### config.mk
export PLATFORM = sky130hd
export DESIGN_NAME = hcf_serial_mul
export DESIGN_NICKNAME = d
export VERILOG_FILES = /design/src/design/hcf_pkg.sv /design/src/design/hcf_serial_mul.sv
export SDC_FILE = /design/constraint.sdc
export NUM_CORES = 1
export LEC_CHECK = 0
export ABC_AREA = 1
export BUFFER_PORTS_ARGS = -buffer_cell sky130_fd_sc_hd__clkbuf_2
export CAP_MARGIN = 20
export CORE_ASPECT_RATIO = 1.75
export CORE_MARGIN = 3
export CORE_UTILIZATION = 48
export DETAILED_ROUTE_END_ITERATION = 8
export GPL_ROUTABILITY_DRIVEN = 0
export PLACE_DENSITY = 0.68
export SYNTH_ARGS = -nofsm -noshare
export SYNTH_HDL_FRONTEND = slang
export SYNTH_SLANG_ARGS = --single-unit
### constraint.sdc
create_clock -name i_clk -period 3.35 [get_ports i_clk]
set_input_delay 0.67 -clock i_clk [delete_from_list [all_inputs] [get_ports i_clk]]
set_output_delay 0.67 -clock i_clk [all_outputs]
set_load 0.05 [all_outputs]
### src/design/hcf_pkg.sv
// Package for the hue color fader: widths, register indexes, defaults, mul request, gamma table.
// No dependencies.
package hcf_pkg;
    localparam int unsigned LevelW = 8;
    localparam int unsigned HueW = 9;
    localparam int unsigned ProdW = 24;
    typedef enum logic [1:0] {
        t_REG_SAT = 2'd0,
        t_REG_VAL = 2'd1,
        t_REG_STEP = 2'd2,
        t_REG_NONE = 2'd3
    } t_reg_idx;
    localparam logic [LevelW-1:0] DefSat = 8'hFF;
    localparam logic [LevelW-1:0] DefVal = 8'hFF;
    localparam logic [LevelW-1:0] DefStep = 8'h01;

    // Control handed from the top level to the serial multiplier.
    typedef struct packed {
        logic start;
        logic [15:0] mcand;
        logic [7:0] mplier;
    } t_mul_req;

    function automatic logic [LevelW-1:0] gamma_duty(input logic [LevelW-1:0] lvl);
        logic [7:0] g;
        case (lvl)
            8'd0: g = 8'h00; 8'd1: g = 8'h00; 8'd2: g = 8'h01; 8'd3: g = 8'h01;
            8'd4: g = 8'h01; 8'd5: g = 8'h01; 8'd6: g = 8'h02; 8'd7: g = 8'h02;
            8'd8: g = 8'h02; 8'd9: g = 8'h02; 8'd10: g = 8'h03; 8'd11: g = 8'h03;
            8'd12: g = 8'h03; 8'd13: g = 8'h03; 8'd14: g = 8'h03; 8'd15: g = 8'h04;
            8'd16: g = 8'h04; 8'd17: g = 8'h04; 8'd18: g = 8'h05; 8'd19: g = 8'h05;
            8'd20: g = 8'h05; 8'd21: g = 8'h05; 8'd22: g = 8'h06; 8'd23: g = 8'h06;
            8'd24: g = 8'h06; 8'd25: g = 8'h06; 8'd26: g = 8'h07; 8'd27: g = 8'h07;
            8'd28: g = 8'h07; 8'd29: g = 8'h08; 8'd30: g = 8'h08; 8'd31: g = 8'h08;
            8'd32: g = 8'h08; 8'd33: g = 8'h09; 8'd34: g = 8'h09; 8'd35: g = 8'h09;
            8'd36: g = 8'h0A; 8'd37: g = 8'h0A; 8'd38: g = 8'h0A; 8'd39: g = 8'h0B;
            8'd40: g = 8'h0B; 8'd41: g = 8'h0B; 8'd42: g = 8'h0C; 8'd43: g = 8'h0C;
            8'd44: g = 8'h0C; 8'd45: g = 8'h0D; 8'd46: g = 8'h0D; 8'd47: g = 8'h0D;
            8'd48: g = 8'h0E; 8'd49: g = 8'h0E; 8'd50: g = 8'h0E; 8'd51: g = 8'h0F;
            8'd52: g = 8'h0F; 8'd53: g = 8'h0F; 8'd54: g = 8'h10; 8'd55: g = 8'h10;
            8'd56: g = 8'h11; 8'd57: g = 8'h11; 8'd58: g = 8'h11; 8'd59: g = 8'h12;
            8'd60: g = 8'h12; 8'd61: g = 8'h13; 8'd62: g = 8'h13; 8'd63: g = 8'h13;
            8'd64: g = 8'h14; 8'd65: g = 8'h14; 8'd66: g = 8'h15; 8'd67: g = 8'h15;
            8'd68: g = 8'h15; 8'd69: g = 8'h16; 8'd70: g = 8'h16; 8'd71: g = 8'h17;
            8'd72: g = 8'h17; 8'd73: g = 8'h18; 8'd74: g = 8'h18; 8'd75: g = 8'h19;
            8'd76: g = 8'h19; 8'd77: g = 8'h1A; 8'd78: g = 8'h1A; 8'd79: g = 8'h1A;
            8'd80: g = 8'h1B; 8'd81: g = 8'h1B; 8'd82: g = 8'h1C; 8'd83: g = 8'h1C;
            8'd84: g = 8'h1D; 8'd85: g = 8'h1D; 8'd86: g = 8'h1E; 8'd87: g = 8'h1E;
            8'd88: g = 8'h1F; 8'd89: g = 8'h20; 8'd90: g = 8'h20; 8'd91: g = 8'h21;
            8'd92: g = 8'h21; 8'd93: g = 8'h22; 8'd94: g = 8'h22; 8'd95: g = 8'h23;
            8'd96: g = 8'h23; 8'd97: g = 8'h24; 8'd98: g = 8'h25; 8'd99: g = 8'h25;
            8'd100: g = 8'h26; 8'd101: g = 8'h26; 8'd102: g = 8'h27; 8'd103: g = 8'h28;
            8'd104: g = 8'h28; 8'd105: g = 8'h29; 8'd106: g = 8'h29; 8'd107: g = 8'h2A;
            8'd108: g = 8'h2B; 8'd109: g = 8'h2B; 8'd110: g = 8'h2C; 8'd111: g = 8'h2D;
            8'd112: g = 8'h2D; 8'd113: g = 8'h2E; 8'd114: g = 8'h2F; 8'd115: g = 8'h2F;
            8'd116: g = 8'h30; 8'd117: g = 8'h31; 8'd118: g = 8'h31; 8'd119: g = 8'h32;
            8'd120: g = 8'h33; 8'd121: g = 8'h34; 8'd122: g = 8'h34; 8'd123: g = 8'h35;
            8'd124: g = 8'h36; 8'd125: g = 8'h37; 8'd126: g = 8'h37; 8'd127: g = 8'h38;
            8'd128: g = 8'h39; 8'd129: g = 8'h3A; 8'd130: g = 8'h3A; 8'd131: g = 8'h3B;
            8'd132: g = 8'h3C; 8'd133: g = 8'h3D; 8'd134: g = 8'h3E; 8'd135: g = 8'h3F;
            8'd136: g = 8'h3F; 8'd137: g = 8'h40; 8'd138: g = 8'h41; 8'd139: g = 8'h42;
            8'd140: g = 8'h43; 8'd141: g = 8'h44; 8'd142: g = 8'h45; 8'd143: g = 8'h46;
            8'd144: g = 8'h46; 8'd145: g = 8'h47; 8'd146: g = 8'h48; 8'd147: g = 8'h49;
            8'd148: g = 8'h4A; 8'd149: g = 8'h4B; 8'd150: g = 8'h4C; 8'd151: g = 8'h4D;
            8'd152: g = 8'h4E; 8'd153: g = 8'h4F; 8'd154: g = 8'h50; 8'd155: g = 8'h51;
            8'd156: g = 8'h52; 8'd157: g = 8'h53; 8'd158: g = 8'h54; 8'd159: g = 8'h55;
            8'd160: g = 8'h56; 8'd161: g = 8'h58; 8'd162: g = 8'h59; 8'd163: g = 8'h5A;
            8'd164: g = 8'h5B; 8'd165: g = 8'h5C; 8'd166: g = 8'h5D; 8'd167: g = 8'h5E;
            8'd168: g = 8'h5F; 8'd169: g = 8'h61; 8'd170: g = 8'h62; 8'd171: g = 8'h63;
            8'd172: g = 8'h64; 8'd173: g = 8'h65; 8'd174: g = 8'h67; 8'd175: g = 8'h68;
            8'd176: g = 8'h69; 8'd177: g = 8'h6A; 8'd178: g = 8'h6C; 8'd179: g = 8'h6D;
            8'd180: g = 8'h6E; 8'd181: g = 8'h70; 8'd182: g = 8'h71; 8'd183: g = 8'h72;
            8'd184: g = 8'h74; 8'd185: g = 8'h75; 8'd186: g = 8'h77; 8'd187: g = 8'h78;
            8'd188: g = 8'h79; 8'd189: g = 8'h7B; 8'd190: g = 8'h7C; 8'd191: g = 8'h7E;
            8'd192: g = 8'h7F; 8'd193: g = 8'h81; 8'd194: g = 8'h82; 8'd195: g = 8'h84;
            8'd196: g = 8'h85; 8'd197: g = 8'h87; 8'd198: g = 8'h88; 8'd199: g = 8'h8A;
            8'd200: g = 8'h8C; 8'd201: g = 8'h8D; 8'd202: g = 8'h8F; 8'd203: g = 8'h90;
            8'd204: g = 8'h92; 8'd205: g = 8'h94; 8'd206: g = 8'h96; 8'd207: g = 8'h97;
            8'd208: g = 8'h99; 8'd209: g = 8'h9B; 8'd210: g = 8'h9D; 8'd211: g = 8'h9E;
            8'd212: g = 8'hA0; 8'd213: g = 8'hA2; 8'd214: g = 8'hA4; 8'd215: g = 8'hA6;
            8'd216: g = 8'hA8; 8'd217: g = 8'hA9; 8'd218: g = 8'hAB; 8'd219: g = 8'hAD;
            8'd220: g = 8'hAF; 8'd221: g = 8'hB1; 8'd222: g = 8'hB3; 8'd223: g = 8'hB5;
            8'd224: g = 8'hB7; 8'd225: g = 8'hB9; 8'd226: g = 8'hBB; 8'd227: g = 8'hBE;
            8'd228: g = 8'hC0; 8'd229: g = 8'hC2; 8'd230: g = 8'hC4; 8'd231: g = 8'hC6;
            8'd232: g = 8'hC8; 8'd233: g = 8'hCB; 8'd234: g = 8'hCD; 8'd235: g = 8'hCF;
            8'd236: g = 8'hD1; 8'd237: g = 8'hD4; 8'd238: g = 8'hD6; 8'd239: g = 8'hD8;
            8'd240: g = 8'hDB; 8'd241: g = 8'hDD; 8'd242: g = 8'hE0; 8'd243: g = 8'hE2;
            8'd244: g = 8'hE5; 8'd245: g = 8'hE7; 8'd246: g = 8'hEA; 8'd247: g = 8'hEC;
            8'd248: g = 8'hEF; 8'd249: g = 8'hF2; 8'd250: g = 8'hF4; 8'd251: g = 8'hF7;
            8'd252: g = 8'hFA; 8'd253: g = 8'hFC; 8'd254: g = 8'hFF; default: g = 8'hFF;
        endcase
        return 8'hFF - g;
    endfunction
endpackage

### src/design/hcf_serial_mul.sv
// Bit-serial shift-add multiplier, one multiplier bit per cycle.
// Depends on hcf_pkg.
module hcf_serial_mul import hcf_pkg::*; (
    input  logic             i_clk,
    input  logic             i_rst_n,
    input  t_mul_req         i_req,
    output logic             o_done,
    output logic [ProdW-1:0] o_prod
);
    logic [ProdW-1:0] r_acc, n_acc;
    logic [ProdW-1:0] r_mc, n_mc;
    logic [7:0] r_mp, n_mp;
    logic [3:0] r_cnt, n_cnt;
    logic r_busy, n_busy, r_done, n_done;

    always_comb begin
        n_acc = r_acc; n_mc = r_mc; n_mp = r_mp; n_cnt = r_cnt;
        n_busy = r_busy; n_done = 1'b0;
        if (i_req.start) begin
            n_acc = '0;
            n_mc = {8'd0, i_req.mcand};
            n_mp = i_req.mplier;
            n_cnt = 4'd8;
            n_busy = 1'b1;
        end else if (r_busy) begin
            if (r_mp[0]) n_acc = r_acc + r_mc;
            n_mc = {r_mc[ProdW-2:0], 1'b0};
            n_mp = {1'b0, r_mp[7:1]};
            n_cnt = r_cnt - 4'd1;
            if (r_cnt == 4'd1) begin
                n_busy = 1'b0;
                n_done = 1'b1;
            end
        end
    end

    always_ff @(posedge i_clk) begin
        if (!i_rst_n) begin
            r_busy <= 1'b0;
            r_done <= 1'b0;
            r_cnt <= '0;
        end else begin
            r_busy <= n_busy;
            r_done <= n_done;
            r_cnt <= n_cnt;
        end
        r_acc <= n_acc;
        r_mc <= n_mc;
        r_mp <= n_mp;
    end

    assign o_done = r_done;
    assign o_prod = r_acc;
endmodule

==> flow_summary_export.csv <==
group,metric,value,unit
floorplan,core_area,8313,µm²
logic_synthesis,synth_area_leaders,"nand2_1, dfxtp_1, edfxtp_1, inv_1, nor2_1",
power_and_ir_drop,p_leak,2.681,nW
logic_synthesis,synthArstFlopShare,0,%
global_route,grt_pass1_vias,3787,
worst_setup_path,ff2ff_path_depth,12,
logic_synthesis,synth_cells,636,
min_path,holdCritStartpoint,"r_cnt[0]",
timing,hold_viol_final,0,
worst_setup_path,crit_path_cell_trace,"ha_1, fa_1, nand3_1, inv_1, nand2_1, nand3_1, nand2_1, nand3_1, nand2_1, nand3_1, nand2_1, inv_1",
logic_synthesis,synth_cell_type_count,29,
power_and_ir_drop,power,2.404,mW
worst_setup_path,crit_path_max_incr_delay,410,ps
clock_network,clk_latency,340,ps
drt,drtPass1Iterations,4,
drt,initialDrtViolationCount,203,
min_path,min_path_type,"reg2reg",
logic_synthesis,seq_area_frac_synth,35.96,%
floorplan,rows,44,
finish,layout-drive-gt1-share,11.99,%
finish,layout_commonest_cell,"nand2_1",
outcome,status,"finished, final reports clean",
timing,min_period,2038,ps
worst_setup_path,cp-start-kind,"flop",
finish,antennaDiodeCount,0,
logic_synthesis,syn_area_per_cell,6.478,µm²
timing,whs,506.7,ps
timing,fin_setup_tns,0,ps
finish,design_area,4783,µm²
flow_run,cap_viol_max_count,0,
clock_network,post_cts_buffers,0,
timing,clock_skew,8.663,ps
place,place_hpwl,7.552,mm
logic_synthesis,yosys_warnings,0,
worst_setup_path,r2r_start,"r_mc[0]",
timing,slew_headroom,48.12,%
clock_network,cts.sinks,62,
drt,avgViaCountPerCell,4.896,
drt,ant_nets,0,
timing,setup_violations,0,
power_and_ir_drop,p_per_area,502.5,nW/µm²
worst_setup_path,startpoint,"r_mc[0]",
global_route,antenna_found_initial,0,
finish,synthToLayoutAreaGrowth,16.09,%
worst_setup_path,crit_type,"reg2reg",
clock_network,cts_buffer_depth,2,
worst_setup_path,cp_slowest_cell,"fa_1",
timing,tightest_slew,777.3,ps
clock_network,h-tree-depth,3,
floorplan,die_w,76.04,µm
clock_network,cts_buffers,9,
finish,final_cell_mix,"nand2_1, inv_1, nor2_1",
global_route,grt_usage,21.58,%
power_and_ir_drop,ir_drop,404.4,µV
clock_network,cts_resized,0,
logic_synthesis,synth_top_area_share,20.68,%
logic_synthesis,netlist_area,4120,µm²
floorplan,dieArea,9775,µm²
clock_network,cts_tree,"built",
floorplan,die_h,128.6,µm
floorplan,start_util,49.56,%
timing,rsz0062_at_grt,"false",
worst_setup_path,worstPathRequired,3580,ps
timing,fin_crit_sh,60.85,%
floorplan,ios,52,
worst_setup_path,critPathCapture,"o_prod[22]",
finish,final_nets,740,
worst_setup_path,cp.arrival,2270,ps
logic_synthesis,syn_nets,689,
global_route,grt_max_degree,45,
clock_network,hold_buffers,0,
logic_synthesis,synth-edff-count,24,
clock_network,clk_pin_slew_worst_paths,60,ps
drt,wl,9.845,mm
drt,wl_per_cell,12.20,µm
worst_setup_path,worstSetupEndpointType,"flop",
drt,drc,0,
logic_synthesis,synth_flop_cell,"dfxtp_1",
timing,slew_viol_final,0,
place,numPortBuffers,51,
worst_setup_path,reg2reg_slack,1310,ps
timing,fmax,490.6,MHz
worst_setup_path,r2r-end,"o_prod[22]",
logic_synthesis,ys_ff_latch,62,
drt,vias,3951,
global_route,grt_pass1_wl,17.00,mm
clock_network,root_buffer,"clkbuf_16",
worst_setup_path,cp_max_fo,4,
global_route,grt_overflow,0,
logic_synthesis,synth_area_leader_cell,"nand2_1",
place,dpl_cell_area,4479,µm²
[layout make-up]
| cell class | count | area [µm²] |
|---|---|---|
| repair buffers | 55 | 285.3 |
| well taps | 115 | 143.9 |
| multi-input cells | 454 | 2175 |
| clock inverters | 6 | 65.06 |
| fillers | 839 | 3530 |
| inverters | 105 | 394.1 |
| clock buffers | 10 | 239.0 |
| flip-flops and latches | 62 | 1481 |
[metrics by stage]
stage,util (%),instances,worst slack (ps)
after floorplan,-,636,1289
after global placement,53.88,791,1345
after detailed placement,53.88,791,1297
after CTS,57.54,807,1319
after global routing,57.54,807,1162
final,57.54,807,1312
[critical path: cells and delay by family, from the launching register on]
kind,cells,cell delay (ps)
adder cells (fa/ha/maj),2,660
flip-flops,1,400
AND/OR/NAND/NOR,8,770
buffers and inverters,2,110
[power breakdown]
group | internal [mW] | leakage [nW] | total, mW | switching [mW]
sequential | 0.857 | 0.559 | 0.906 | 0.0490
combinational | 0.171 | 1.97 | 0.542 | 0.372
clock | 0.599 | 0.150 | 0.956 | 0.356
[registers in the layout, indices dropped and copies added, names as in the netlist]
signal and cells:
r_mp 8, r_mc 24, r_cnt 4, r_busy 1, o_done 1, o_prod 24
[cell families (layout without fill, tap and decap cells)]
logic type | count (synthesis) | in the layout | synth area share (%)
AND/OR/NAND/NOR | 374 | 374 | 36.81
buffers and inverters | 120 | 176 | 11.27
flip-flops | 62 | 62 | 35.96
AO/OA/AOI/OAI | 45 | 45 | 5.983
adder cells (fa/ha/maj) | 26 | 26 | 8.078
XOR/XNOR | 9 | 9 | 1.913
[how the worst min path moves through the flow]
stage	endpoint	slack [ps]	depth (start not counted)
after floorplan	r_cnt[0]	460	2
after global placement	r_cnt[0]	480	2
after detailed placement	r_cnt[0]	490	2
after CTS	r_cnt[0]	500	2
after global routing	r_cnt[0]	530	2
final	r_cnt[0]	510	2
[Yosys cell counts, types with 2 or more instances]
cell type    n
xor2_1       7
xnor2_1      2
a21o_1       4
buf_4        2
nand4_1      6
nand3b_1     2
buf_2        5
a21oi_1     16
inv_1      103
ha_1        25
dfxtp_1     38
edfxtp_1    24
clkbuf_1     8
nor2_1      86
nor2_4       2
nand3_1     38
nand2_2      5
inv_2        2
nor2_2       2
nor3_1       4
o21ai_0     21
nand2_1    227
[per-layer routing]
layer	track usage [%]	part of all wire [%]	up-vias	wire [µm]
li1	-	-	2071	-
met5	0	0	-	0
met4	9.605	1.9	0	185
met1	23.80	40	1774	3938
met3	3.431	4.3	12	420
met2	40.64	54	94	5301
Note: power is estimated with default switching activity, not from simulation.
